<file path="config.mk">
export PLATFORM = sky130hd
export DESIGN_NAME = alpn_protocol_list_parser
export DESIGN_NICKNAME = d
export VERILOG_FILES = /design/src/design/alpn_pkg.sv /design/src/design/alpn_in_stage.sv /design/src/design/alpn_parse.sv /design/src/design/alpn_protocol_list_parser.sv
export SDC_FILE = /design/constraint.sdc
export NUM_CORES = 1
export LEC_CHECK = 0
export CAP_MARGIN = 15
export CORE_ASPECT_RATIO = 1.25
export CORE_UTILIZATION = 42
export CTS_CLUSTER_SIZE = 14
export DETAILED_ROUTE_END_ITERATION = 10
export DONT_BUFFER_PORTS = 1
export GPL_TIMING_DRIVEN = 0
export HOLD_SLACK_MARGIN = 0.1
export SETUP_SLACK_MARGIN = 0.2
export SYNTH_ARGS = -nofsm -noshare
export SYNTH_HDL_FRONTEND = slang
export SYNTH_SLANG_ARGS = --single-unit
</file>
<file path="constraint.sdc">
create_clock -name clk_i -period 3.9 [get_ports clk_i]
set_input_delay 0.39 -clock clk_i [delete_from_list [all_inputs] [get_ports clk_i]]
set_output_delay 0.39 -clock clk_i [all_outputs]
set_load 0.05 [all_outputs]
</file>
<file path="src/design/alpn_pkg.sv">
package alpn_pkg;

  typedef struct packed {
    logic [7:0] data_byte;
    logic       last;
  } alpn_in_t;

  typedef struct packed {
    logic [7:0]  name_byte;
    logic        in_name;
    logic        name_start;
    logic        name_end;
    logic [14:0] name_index;
    logic        done_res;
    logic [1:0]  status;
  } alpn_out_t;

  localparam logic [1:0] StatusOk      = 2'd0;
  localparam logic [1:0] StatusFraming = 2'd1;
  localparam logic [1:0] StatusBadName = 2'd2;

endpackage

</file>
<file path="src/design/alpn_in_stage.sv">
module alpn_in_stage
  import alpn_pkg::*;
(
  input  logic     clk_i,
  input  logic     rst_ni,
  input  logic     in_valid_i,
  output logic     in_ready_o,
  input  alpn_in_t in_data_i,
  output logic     s_valid_o,
  input  logic     s_ready_i,
  output alpn_in_t s_data_o
);

  logic     valid_q;
  alpn_in_t data_q;

  assign in_ready_o = !valid_q || s_ready_i;
  assign s_valid_o  = valid_q;
  assign s_data_o   = data_q;

  always_ff @(posedge clk_i or negedge rst_ni) begin
    if (!rst_ni) begin
      valid_q <= 1'b0;
    end else if (in_ready_o) begin
      valid_q <= in_valid_i;
    end
  end

  always_ff @(posedge clk_i) begin
    if (in_valid_i && in_ready_o) begin
      data_q <= in_data_i;
    end
  end

endmodule

</file>
<file path="src/design/alpn_parse.sv">
module alpn_parse
  import alpn_pkg::*;
(
  input  logic      clk_i,
  input  logic      rst_ni,
  input  logic      s_valid_i,
  output logic      s_ready_o,
  input  alpn_in_t  s_data_i,
  output logic      out_valid_o,
  input  logic      out_ready_i,
  output alpn_out_t out_data_o
);

  localparam logic [1:0]  PhLenHi   = 2'd0;
  localparam logic [1:0]  PhLenLo   = 2'd1;
  localparam logic [1:0]  PhNameLen = 2'd2;
  localparam logic [1:0]  PhName    = 2'd3;
  localparam logic [16:0] SeenMax   = 17'h1FFFF;
  localparam logic [14:0] NamesMax  = 15'h7FFF;

  logic [1:0]  phase_q, phase_d;
  logic [15:0] list_len_q, list_len_d;
  logic [15:0] list_rem_q, list_rem_d;
  logic [7:0]  name_rem_q, name_rem_d;
  logic [16:0] seen_q, seen_d;
  logic [14:0] name_cnt_q, name_cnt_d;
  logic        frame_err_q, frame_err_d;
  logic        name_err_q, name_err_d;
  logic        first_q, first_d;

  logic        out_valid_q;
  alpn_out_t   out_q, res;
  logic        fire;
  logic [15:0] list_rem_dec;
  logic [7:0]  name_rem_dec;
  logic        frame_bad;

  assign s_ready_o   = !out_valid_q || out_ready_i;
  assign fire        = s_valid_i && s_ready_o;
  assign out_valid_o = out_valid_q;
  assign out_data_o  = out_q;

  always_comb begin
    phase_d      = phase_q;
    list_len_d   = list_len_q;
    list_rem_d   = list_rem_q;
    name_rem_d   = name_rem_q;
    name_cnt_d   = name_cnt_q;
    frame_err_d  = frame_err_q;
    name_err_d   = name_err_q;
    first_d      = first_q;
    res          = '0;
    frame_bad    = 1'b0;
    list_rem_dec = list_rem_q - 16'd1;
    name_rem_dec = name_rem_q - 8'd1;
    seen_d       = (seen_q != SeenMax) ? seen_q + 17'd1 : seen_q;

    case (phase_q)
      PhLenHi: begin
        list_len_d = {s_data_i.data_byte, 8'd0};
        phase_d    = PhLenLo;
      end
      PhLenLo: begin
        list_len_d = {list_len_q[15:8], s_data_i.data_byte};
        list_rem_d = list_len_d;
        if (list_len_d < 16'd2) begin
          frame_err_d = 1'b1;
        end
        phase_d = PhNameLen;
      end
      PhNameLen: begin
        if (!name_err_q) begin
          if (list_rem_q == 16'd0) begin
            frame_err_d = 1'b1;
          end else begin
            list_rem_d = list_rem_dec;
            if (s_data_i.data_byte == 8'd0 ||
                {8'd0, s_data_i.data_byte} > list_rem_dec) begin
              name_err_d = 1'b1;
            end else begin
              name_rem_d = s_data_i.data_byte;
              first_d    = 1'b1;
              phase_d    = PhName;
            end
          end
        end
      end
      PhName: begin
        res.name_byte  = s_data_i.data_byte;
        res.in_name    = 1'b1;
        res.name_start = first_q;
        first_d        = 1'b0;
        res.name_index = name_cnt_q;
        if (list_rem_q != 16'd0) begin
          list_rem_d = list_rem_dec;
        end
        if (name_rem_q != 8'd0) begin
          name_rem_d = name_rem_dec;
        end
        if (name_rem_d == 8'd0) begin
          res.name_end = 1'b1;
          if (name_cnt_q != NamesMax) begin
            name_cnt_d = name_cnt_q + 15'd1;
          end
          phase_d = PhNameLen;
        end
      end
      default: begin
        phase_d = PhLenHi;
      end
    endcase

    if (s_data_i.last) begin
      frame_bad = frame_err_d || (phase_d == PhLenHi) || (phase_d == PhLenLo) ||
                  (list_len_d < 16'd2) || (seen_d != ({1'b0, list_len_d} + 17'd2));
      res.done_res = 1'b1;
      res.status   = frame_bad ? StatusFraming : (name_err_d ? StatusBadName : StatusOk);
      phase_d      = PhLenHi;
      list_len_d   = '0;
      list_rem_d   = '0;
      name_rem_d   = '0;
      seen_d       = '0;
      name_cnt_d   = '0;
      frame_err_d  = 1'b0;
      name_err_d   = 1'b0;
      first_d      = 1'b0;
    end
  end

  always_ff @(posedge clk_i or negedge rst_ni) begin
    if (!rst_ni) begin
      phase_q     <= PhLenHi;
      list_len_q  <= '0;
      list_rem_q  <= '0;
      name_rem_q  <= '0;
      seen_q      <= '0;
      name_cnt_q  <= '0;
      frame_err_q <= 1'b0;
      name_err_q  <= 1'b0;
      first_q     <= 1'b0;
      out_valid_q <= 1'b0;
    end else begin
      if (fire) begin
        phase_q     <= phase_d;
        list_len_q  <= list_len_d;
        list_rem_q  <= list_rem_d;
        name_rem_q  <= name_rem_d;
        seen_q      <= seen_d;
        name_cnt_q  <= name_cnt_d;
        frame_err_q <= frame_err_d;
        name_err_q  <= name_err_d;
        first_q     <= first_d;
      end
      if (s_ready_o) begin
        out_valid_q <= s_valid_i;
      end
    end
  end

  always_ff @(posedge clk_i) begin
    if (fire) begin
      out_q <= res;
    end
  end

endmodule

</file>
<file path="src/design/alpn_protocol_list_parser.sv">
// Path: each byte passes the input register, then the result register, before its
// result can leave. Throughput: one byte per cycle while out_ready_i is high;
// the parser state updates once per byte in one pass.
// Reset: rst_ni clears the parser to expect a list length high byte; the parser
// also returns there after every byte flagged last.
module alpn_protocol_list_parser
  import alpn_pkg::*;
(
  input  logic      clk_i,
  input  logic      rst_ni,
  input  logic      in_valid_i,
  output logic      in_ready_o,
  input  alpn_in_t  in_data_i,
  output logic      out_valid_o,
  input  logic      out_ready_i,
  output alpn_out_t out_data_o
);

  logic     s_valid;
  logic     s_ready;
  alpn_in_t s_data;

  alpn_in_stage u_in_stage (
    .clk_i      (clk_i),
    .rst_ni     (rst_ni),
    .in_valid_i (in_valid_i),
    .in_ready_o (in_ready_o),
    .in_data_i  (in_data_i),
    .s_valid_o  (s_valid),
    .s_ready_i  (s_ready),
    .s_data_o   (s_data)
  );

  alpn_parse u_parse (
    .clk_i       (clk_i),
    .rst_ni      (rst_ni),
    .s_valid_i   (s_valid),
    .s_ready_o   (s_ready),
    .s_data_i    (s_data),
    .out_valid_o (out_valid_o),
    .out_ready_i (out_ready_i),
    .out_data_o  (out_data_o)
  );

endmodule

</file>
# Word level (Yosys, flattened, before mapping)
# Index checks and enable logic that the tools add are counted.
[word_totals]
regBits = 117
input_bits = 13
word_cells = 114
[classes]
addsub = 5
magnitude_cmp = 3
n_eq_ne = 11
muxes = 46
bitwise = 1
reduce_logical = 27
[op_table]
columns = ["operator", "count"]
rows = [
  ["16-bit 2-to-1 mux", 5],
  ["15-bit 2-to-1 mux", 4],
  ["8-bit 2-to-1 mux", 6],
  ["16-bit one-hot mux with 3 select lines", 1],
  ["17-bit 2-to-1 mux", 2],
  ["16-bit by 2-bit < comparator with 1-bit output (second input constant)", 2],
  ["16-bit one-hot mux with 2 select lines", 1],
  ["18-bit 2-to-1 mux", 1],
  ["16-bit by 2-bit adder with 17-bit output (second input constant)", 1],
  ["17-bit by 1-bit adder with 17-bit output (second input constant)", 1],
  ["17-bit != test", 1],
  ["17-bit != test (second input constant)", 1],
  ["8-bit by 16-bit greater-than comparator with 1-bit output", 1],
  ["16-bit zero test", 1],
  ["8-bit zero test", 2],
  ["8-bit one-hot mux with 2 select lines", 1],
  ["16-bit nonzero test", 1],
  ["16-bit by 1-bit subtractor with 16-bit output (second input constant)", 1],
  ["15-bit by 1-bit adder with 15-bit output (second input constant)", 1],
  ["15-bit != test (second input constant)", 1],
  ["1-bit 2-to-1 mux", 14],
  ["2-bit 2-to-1 mux", 7],
  ["5-bit AND reduction", 2],
  ["3-bit != test (second input constant)", 3],
  ["18 further kinds", 32],
]

# Depth between registers and ports, before layout
# Gate-level depths: netlist of the first run.
[depth]
depth_word = 14
depth_mapped = 16
ltp_nobuf = 13

# By module
# Synthesis of the first run repeated with hierarchy kept, for this count alone.
[hier_totals]
cells_unflattened = 827
hier_area_um2 = 7427.1
[by_module_without_submodules]
columns = ["module", "n_inst", "cells_each", "area_each_um2", "seq_area_each_um2"]
rows = [
  ["alpn_parse", 1, 814, 7103.1, 2822.7],
  ["alpn_in_stage", 1, 13, 324.1, 295.3],
]

# Worst setup path after synthesis of the first run
# OpenSTA, ideal clock, no wires.
[synth_path]
path_type = "reg-to-reg"
startpoint = "reg u_parse.phase_q[1]"
endpoint = "reg u_parse.out_q, in the netlist u_parse.out_data_o[0], data pin"
setup_time_ns = 0.259
arrival_ns = 3.203
t_required_ns = 3.641
slack_ns = 0.438
path_stages_with_launch = 17
cell_sequence = "dfrtp_1 inv_1 ha_1 buf_2 buf_2 buf_2 nand2b_1 o21ai_0 ha_1 inv_1 a221oi_1 xnor3_1 xnor2_1 nor2_1 and4_1 nand4_1 o31a_1"
[synth_via]
elab_chain_len = 10
[synth_rtl]
columns = ["item", "line_no", "rtl"]
rows = [
  ["start, declared", "alpn_parse.sv:21", "logic [1:0] phase_q, phase_d;"],
  ["start signal, assigned", "alpn_parse.sv:132", "phase_q <= PhLenHi;"],
  ["start signal, assigned", "alpn_parse.sv:144", "phase_q <= phase_d;"],
  ["branches (longest 8 deep; another with 16-bit by 2-bit adder with 17-bit output)", "n/a", ""],
  ["1-bit logical OR (*)", "alpn_parse.sv:115", "(list_len_d < 16'd2) || (seen_d != ({1'b0, list_len_d} + 17'd2));"],
  ["2-bit 2-to-1 mux (*)", "alpn_parse.sv:117", "res.status = frame_bad ? StatusFraming : (name_err_d ? StatusBadName : StatusOk);"],
  ["end signal, assigned", "alpn_parse.sv:162", "out_q <= res;"],
  ["end, declared", "alpn_parse.sv:32", "alpn_out_t out_q, res;"],
]
# Every way passes the cells marked *.
# A chain may end at the register's enable or synchronous reset.

# Worst setup path in the final report of the first run
# Ends and elaborated chain as after synthesis.

==> metrics, run 1 <==
Mean Syn Cell Area=9.11 um^2; core footprint=between 15,000 and 20,000 um^2; Hold Crit Start=out_ready_i; CTS root buf=clkbuf_16; first-pass GRT wire length=between 30 and 40 mm; Post-DP HPWL=14.7 mm; final hold violation count=0; Rel. slew slack=about 33%; Clock Skews=0.00654 ns; R2R Path Start=u_parse.phase_q[1]$_DFFE_PN0P_; reg2reg path depth=15; via count=6,439; pre-CTS WS=-0.353 ns; minimum clock period=about 3.6 ns; CP max FO=10; Starting DRT DRC Count=approximately 500; TritonRoute pass-1 iters=5; GRT Util Overall=approximately a quarter; Ant. Diodes=0; TritonCTS clock tree=built; H-Tree Level Count=4; LEAKAGE=around 3.3 nW; vias in the first global route=between 6,000 and 7,000; Seq/Total Area, Yosys=42.8%; share of cells above drive strength 1=a little under a tenth; Synth-to-Final Area Change=14.5%; final setup margin=0.271 ns; fmax=roughly 280 MHz; Total Nets Final=about 860; status=finished, final reports clean; Worst Setup End Kind=flip-flop; Post-Synthesis Cells=800; TritonCTS buffer count=17; final RePlAce weighted congestion=between 0.9 and 1; synthesized area=roughly 7300 um^2; RR Endpoint=u_parse.out_data_o[0]$_SDFFCE_PN0P_; EDFF count, synth=38; WL per Instance=between 15 and 20 um; Net Count, Synth=around 830; Power Density=around 700 nW/um^2; Yosys reg bits=roughly 120; antenna violations before repair=1; Cells after DPL=between 1,000 and 1,500; Peak VDD IR=around 330 uV; # clock sinks=between 100 and 150; I/O Buffers=0; Clock Latency Late Sink=~0.43 ns; Filler cells=1,599; register-to-register setup slack=between 0.2 and 0.3 ns; final core utilization=about half; YS warnings=0; hold path depth=2; ys flop type=dfrtp_1; Starting Density=a little over two fifths; mean number of vias per cell=approximately 6; Die Height=between 100 and 150 um; die area=approximately 18,000 um^2; CP Class=flip-flop to flip-flop; Slew @ Worst Pin=~1 ns; max-cap violations=0; die width=120 um; post-synthesis async set-or-reset flop share=approximately 68%; Worst-path clk slew=~0.060 ns; antenna viol nets, final=0; WHS Endpoint=u_parse.out_valid_o$_DFFE_PN0P_; CP arrival=between 3 and 4 ns; post-route design area=around 8300 um^2; Residual DRC=0; dpl cell area=between 7000 and 8000 um^2; final worst path period share=about 93%; FP Rows=53; CP required=about 4.1 ns; RSZ-0062 raised after global routing=true; Netlist cell types=roughly 80; Routed Wire Length=21.0 mm; global route overflow=0; Max Slew Vio Count=0; pin count of the biggest net entering global routing=80; clock buffer depth=2; Final Power=5.94 mW; # IOs=between 40 and 50; min-delay worst type=input pin to flip-flop; crit start category=flip-flop; Finished Layout Cells=roughly 1,100; final setup fails=0
==> cells in the final DEF, fill, tap and decap left out, types with 23 or more instances in the layout <==
| cell type | count |
|---|---|
| xnor2_1 | 27 |
| nor3_1 | 35 |
| and2_1 | 32 |
| nand2_1 | 79 |
| nor2_1 | 70 |
| nand3_1 | 27 |
| a21oi_1 | 44 |
| o21ai_0 | 64 |
| clkbuf_1 | 23 |
| dfrtp_1 | 79 |
| edfxtp_1 | 38 |
==> report_power, final <==
group          internal [mW]  switching (mW)  total [mW]
clock                  0.945           0.618        1.56
sequential              1.51           0.342        1.85
combinational           1.00            1.53        2.53
total                   3.46            2.49        5.94
==> critical path, cell delays in order (launching register included) <==
cell,delay (ns)
dfrtp_1,0.39
inv_2,0.09
ha_1,0.21
clkbuf_4,0.20
buf_4,0.19
buf_4,0.18
nand2b_1,0.19
o21ai_4,0.21
ha_2,0.32
xor2_2,0.15
nand2_1,0.08
o32a_1,0.32
nor3_1,0.18
and4_1,0.25
nand4_1,0.15
o31a_1,0.28
==> kinds of logic (layout without fill, tap and decap cells) <==
group	Yosys count	count (layout)	synth area share [%]
compound gates	193	193	16.5
xor+xnor	49	49	6.46
fa+ha+maj	18	18	3.09
buf+inv	67	111	4.55
flops	117	117	42.8
mux	16	16	2.25
simple gates	340	340	24.4
==> cells in the mapped netlist, types with 3 or more instances <==
library cell   n  area share [%]
inv_1         18            0.93
xor2_1        19             2.3
and3_1         8            0.69
a41oi_1        3            0.36
dfrtp_1       79              27
o22ai_1        4            0.34
o21ai_0       67             4.6
nor3_1        35             2.4
o211ai_1       5            0.52
xnor2_1       27             3.2
and4_1         5            0.60
nand3b_1       4            0.41
edfxtp_1      38              16
nand3_1       27             1.9
buf_6          4            0.62
a22o_1         3            0.36
nor2b_1       10            0.86
buf_4          3            0.31
nor4_1        11            0.94
and2_1        32             2.7
a22oi_1       13             1.3
a21oi_1       44             3.0
nor3b_1        5            0.52
nand2b_1       9            0.77
xnor3_1        3            0.93
o31ai_1        9            0.93
or4_1          5            0.52
mux2i_1       13             1.8
or3_1          3            0.26
ha_1          18             3.1
nand4_1       18             1.5
nand4bb_1      3            0.46
a32oi_1        7            0.84
buf_2          9            0.62
nand2_1       79             4.1
mux2_2         3            0.46
a21o_1         4            0.41
o21ai_1        3            0.21
a21boi_0       3            0.31
nor2_1        70             3.6
clkbuf_1      25             1.3
a31oi_1        7            0.60
==> timing repair <==
action,CTS,global route
pin swaps,2,0
hold buffers,12,0
setup buffers,1,0
hold endpoints to repair,89,0
gates resized for setup,12,7
endpoints found under the setup margin,11,9
==> routing by layer <==
metal	share of wire, %	track usage, %	wire length (um)	vias up
met1	42	29.0	8740	3166
met4	3.7	13.4	780	0
met5	0	0	0	-
met2	50	42.1	10400	226
met3	5.0	4.24	1050	56
li1	-	-	-	2991
==> worst max-delay path by stage <==
stage | start | endpoint | slack (ns)
after CTS | u_parse.phase_q[1]$_DFFE_PN0P_ | u_parse.out_data_o[0]$_SDFFCE_PN0P_ | 0.28
after global placement | u_parse.phase_q[1]$_DFFE_PN0P_ | u_parse.out_data_o[0]$_SDFFCE_PN0P_ | -0.38
final | u_parse.phase_q[1]$_DFFE_PN0P_ | u_parse.out_data_o[0]$_SDFFCE_PN0P_ | 0.27
after global routing | u_parse.phase_q[1]$_DFFE_PN0P_ | u_parse.out_data_o[0]$_SDFFCE_PN0P_ | 0.13
after detailed placement | u_parse.phase_q[1]$_DFFE_PN0P_ | u_parse.out_data_o[0]$_SDFFCE_PN0P_ | -0.35
after floorplan | u_parse.phase_q[1]$_DFFE_PN0P_ | u_parse.out_data_o[0]$_SDFFCE_PN0P_ | 0.44
==> flip-flops by register name, indices dropped and copies added, names as in the netlist, 2 cells and up <==
register and cells:
u_parse.list_len_q 16, u_parse.out_data_o 29, u_in_stage.s_data_o 9, u_parse.name_rem_q 8, u_parse.phase_q 2, u_parse.name_cnt_q 15, u_parse.seen_q 17, u_parse.list_rem_q 16
==> cell type report <==
| cell class | count | area (um^2) | area share [%] |
|---|---|---|---|
| multi-input cells | 616 | 3880 | 46.5 |
| flip-flops and latches | 117 | 3120 | 37.4 |
| clock buffers | 18 | 429 | 5.14 |
| well taps | 220 | 275 | 3.30 |
| plain buffers | 47 | 270 | 3.24 |
| clock inverters | 14 | 153 | 1.83 |
| repair buffers | 13 | 145 | 1.74 |
| inverters | 19 | 71.3 | 0.855 |
==> through the flow <==
| stage | hold WS (ns) | setup TNS, ns |
|---|---|---|
| 6_report | 0.167 | 0 |
| 5_1_grt | 0.159 | 0 |
| 4_1_cts | 0.162 | 0 |
| 3_5_place_dp | 0.0972 | -0.761 |
| 3_3_place_gp | 0.0965 | -0.675 |
| 2_1_floorplan | 0.0944 | 0 |
(Power assumes the default switching activity.)
==> inputs of run 2 (changes only) <==
CORE_UTILIZATION = 45   (was 42)
==> run 2 against run 1 <==
  * Flip-flop and latch count stayed put
  * Clock power up 4%
  * Via count shrank 1.6%
  * Cell count is 0.47% lower
  * Die area shrank 6.6%
  * Design area increased by 0.36%
  * Critical path depth is 1 lower
  * Count of clock-buffer cells in the layout stayed put
  * Sequential power is essentially flat
  * Largest power group unchanged
==> metrics, run 2 (synthesis gave the netlist of run 1 again) <==
Rel. slew slack=20.9% (-12 points); CP required=4.07 ns (about the same); Starting Density=46.4% (+3.3 points); Peak VDD IR=358 uV (+9.2%); most used cell, CP=buf_4; vias in the first global route=6,208 (-1.4%); # clock sinks=117 (unchanged); pin count of the biggest net entering global routing=80 (unchanged); # IOs=44 (unchanged); via count=6,339 (-1.6%); clock buffer depth=2 (unchanged); setup TNS=0 ns (unchanged); post-route design area=8370 um^2 (+0.36%); Starting DRT DRC Count=532 (+5.1%); Finished Layout Cells=1,059 (-0.47%); die width=116 um (-3.3%); final hold violation count=0 (unchanged); area of the multi-input gates=3880 um^2 (-0.16%); final worst path period share=92.3% (-0.77 points); Post-DP HPWL=14.4 mm (-2.4%); TritonRoute pass-1 iters=5 (unchanged); global route overflow=0 (unchanged); pre-CTS WS=-0.316 ns (+0.0372 ns); most frequent cells in the layout=nand2_1, dfrtp_1, nor2_1, o21ai_0, a21oi_1; Worst-path clk slew=0.06 ns (about the same); final setup fails=0 (unchanged); crit-path leading delay family=simple AND/OR/NAND/NOR gates; Power Density=713 nW/um^2 (+0.18%); WP buf/inv=3 (-1); min-delay worst type=input pin to flip-flop; TritonCTS buffer count=17 (unchanged); Max Slew Vio Count=0 (unchanged); WL per Instance=19.4 um (-1.9%); Cells after DPL=1,012 (-0.78%); worst stage delay on the critical path=0.41 ns (+0.02 ns); FP Rows=51 (-3.8%); max reg flops=29 (unchanged); antenna violations before repair=0 (-1); Total Nets Final=865 (+0.35%); dpl cell area=7550 um^2 (-0.13%); final RePlAce weighted congestion=0.932 (-3.9%); Residual DRC=0 (unchanged); crit path cell chain=ha_1 > clkbuf_4 > buf_4 > buf_4 > nand2b_1 > o21ai_2 > ha_2 > xor2_2 > nand2_1 > o32a_1 > nor3_2 > and4_1 > nand4_1 > o31a_1; TritonCTS clock tree=built; share of cells above drive strength 1=9.92% (+0.32 points); CP max FO=10 (unchanged); mean number of vias per cell=5.99 (-1.1%); Slew @ Worst Pin=1.18 ns (+0.173 ns); Die Height=144 um (-3.3%); sequential cell area=3120 um^2 (unchanged); die area=16,700 um^2 (-6.6%); LEAKAGE=3.32 nW (+0.94%); final setup margin=0.301 ns (+0.0299 ns); first-pass GRT wire length=33.2 mm (-0.83%); Clock Skews=0.00805 ns (+0.00151 ns); CP Class=flip-flop to flip-flop; CP arrival=3.76 ns (-0.05 ns); CTS root buf=clkbuf_16; core footprint=15,700 um^2 (-7.2%); GRT Util Overall=26.5% (+2.0 points); Routed Wire Length=20.5 mm (-2.3%); Ant. Diodes=0 (unchanged); status=finished, final reports clean; max-cap violations=0 (unchanged); fmax=278 MHz (+0.83%); Final Power=5.97 mW (+0.54%); crit start category=flip-flop; Worst Setup End Kind=flip-flop; Worst path slowest cell=dfrtp_1; I/O Buffers=0 (unchanged); H-Tree Level Count=4 (unchanged); Synth-to-Final Area Change=14.9%; Clock Latency Late Sink=0.43 ns (about the same); RSZ-0062 raised after global routing=true; minimum clock period=3.60 ns (-0.0299 ns); antenna viol nets, final=0 (unchanged); Filler cells=1,500 (-6.2%)
[run 2: worst paths after layout]
path | endpoint | from | cells past startpoint | slack, ns
setup / recovery | u_parse.out_data_o[0]$_SDFFCE_PN0P_ | u_parse.phase_q[0]$_DFFE_PN0P_ | 14 | 0.30
hold / removal | u_parse.out_valid_o$_DFFE_PN0P_ | out_ready_i | 2 | 0.16
setup reg to reg | u_parse.out_data_o[0]$_SDFFCE_PN0P_ | u_parse.phase_q[0]$_DFFE_PN0P_ | 14 | 0.30
hold reg to reg | u_parse.out_valid_o$_DFFE_PN0P_ | u_in_stage.s_valid_o$_DFFE_PN0N_ | 1 | 0.48
max in group asynchronous | u_parse.seen_q[13]$_DFFE_PN0P_ | rst_ni | 2 | 2.99
min in group asynchronous | u_parse.list_len_q[15]$_DFFE_PN0P_ | rst_ni | 2 | 0.58
[run 2: timing repair]
item,CTS,global route
gates resized for setup,9,8
setup endpoints to repair,10,8
hold buffers,12,0
pin swaps,2,3
buffers inserted,1,3
endpoints found under the hold margin,89,0
[run 2: cell type report]
class / instances / area share, %
Timing Repair Buffer: 16 / 2.00
Multi-Input combinational cell: 616 / 46.3
Inverter: 19 / 0.852
Tap cell: 212 / 3.17
Buffer: 47 / 3.23
Sequential cell: 117 / 37.2
Clock inverter: 14 / 2.11
Clock buffer: 18 / 5.12
[run 2: routing by layer]
metal	vias to the layer above	wire, um	GRT usage, %
met4	0	470	11.3
met1	3072	8740	33.5
met2	246	10100	44.4
li1	2985	-	-
met5	-	0	0
met3	36	1200	4.53
[run 2: report_power, final]
part | internal [mW] | switching [mW]
combinational | 1.01 | 1.49
clock | 1.01 | 0.617
sequential | 1.51 | 0.341
[run 2: per-stage QoR]
stage,hold slack [ns],utilization (%)
after floorplan,0.0944,-
after global routing,0.162,53.3
after global placement,0.0962,48.1
final,0.156,53.3
after CTS,0.151,53.1
after detailed placement,0.0975,48.1
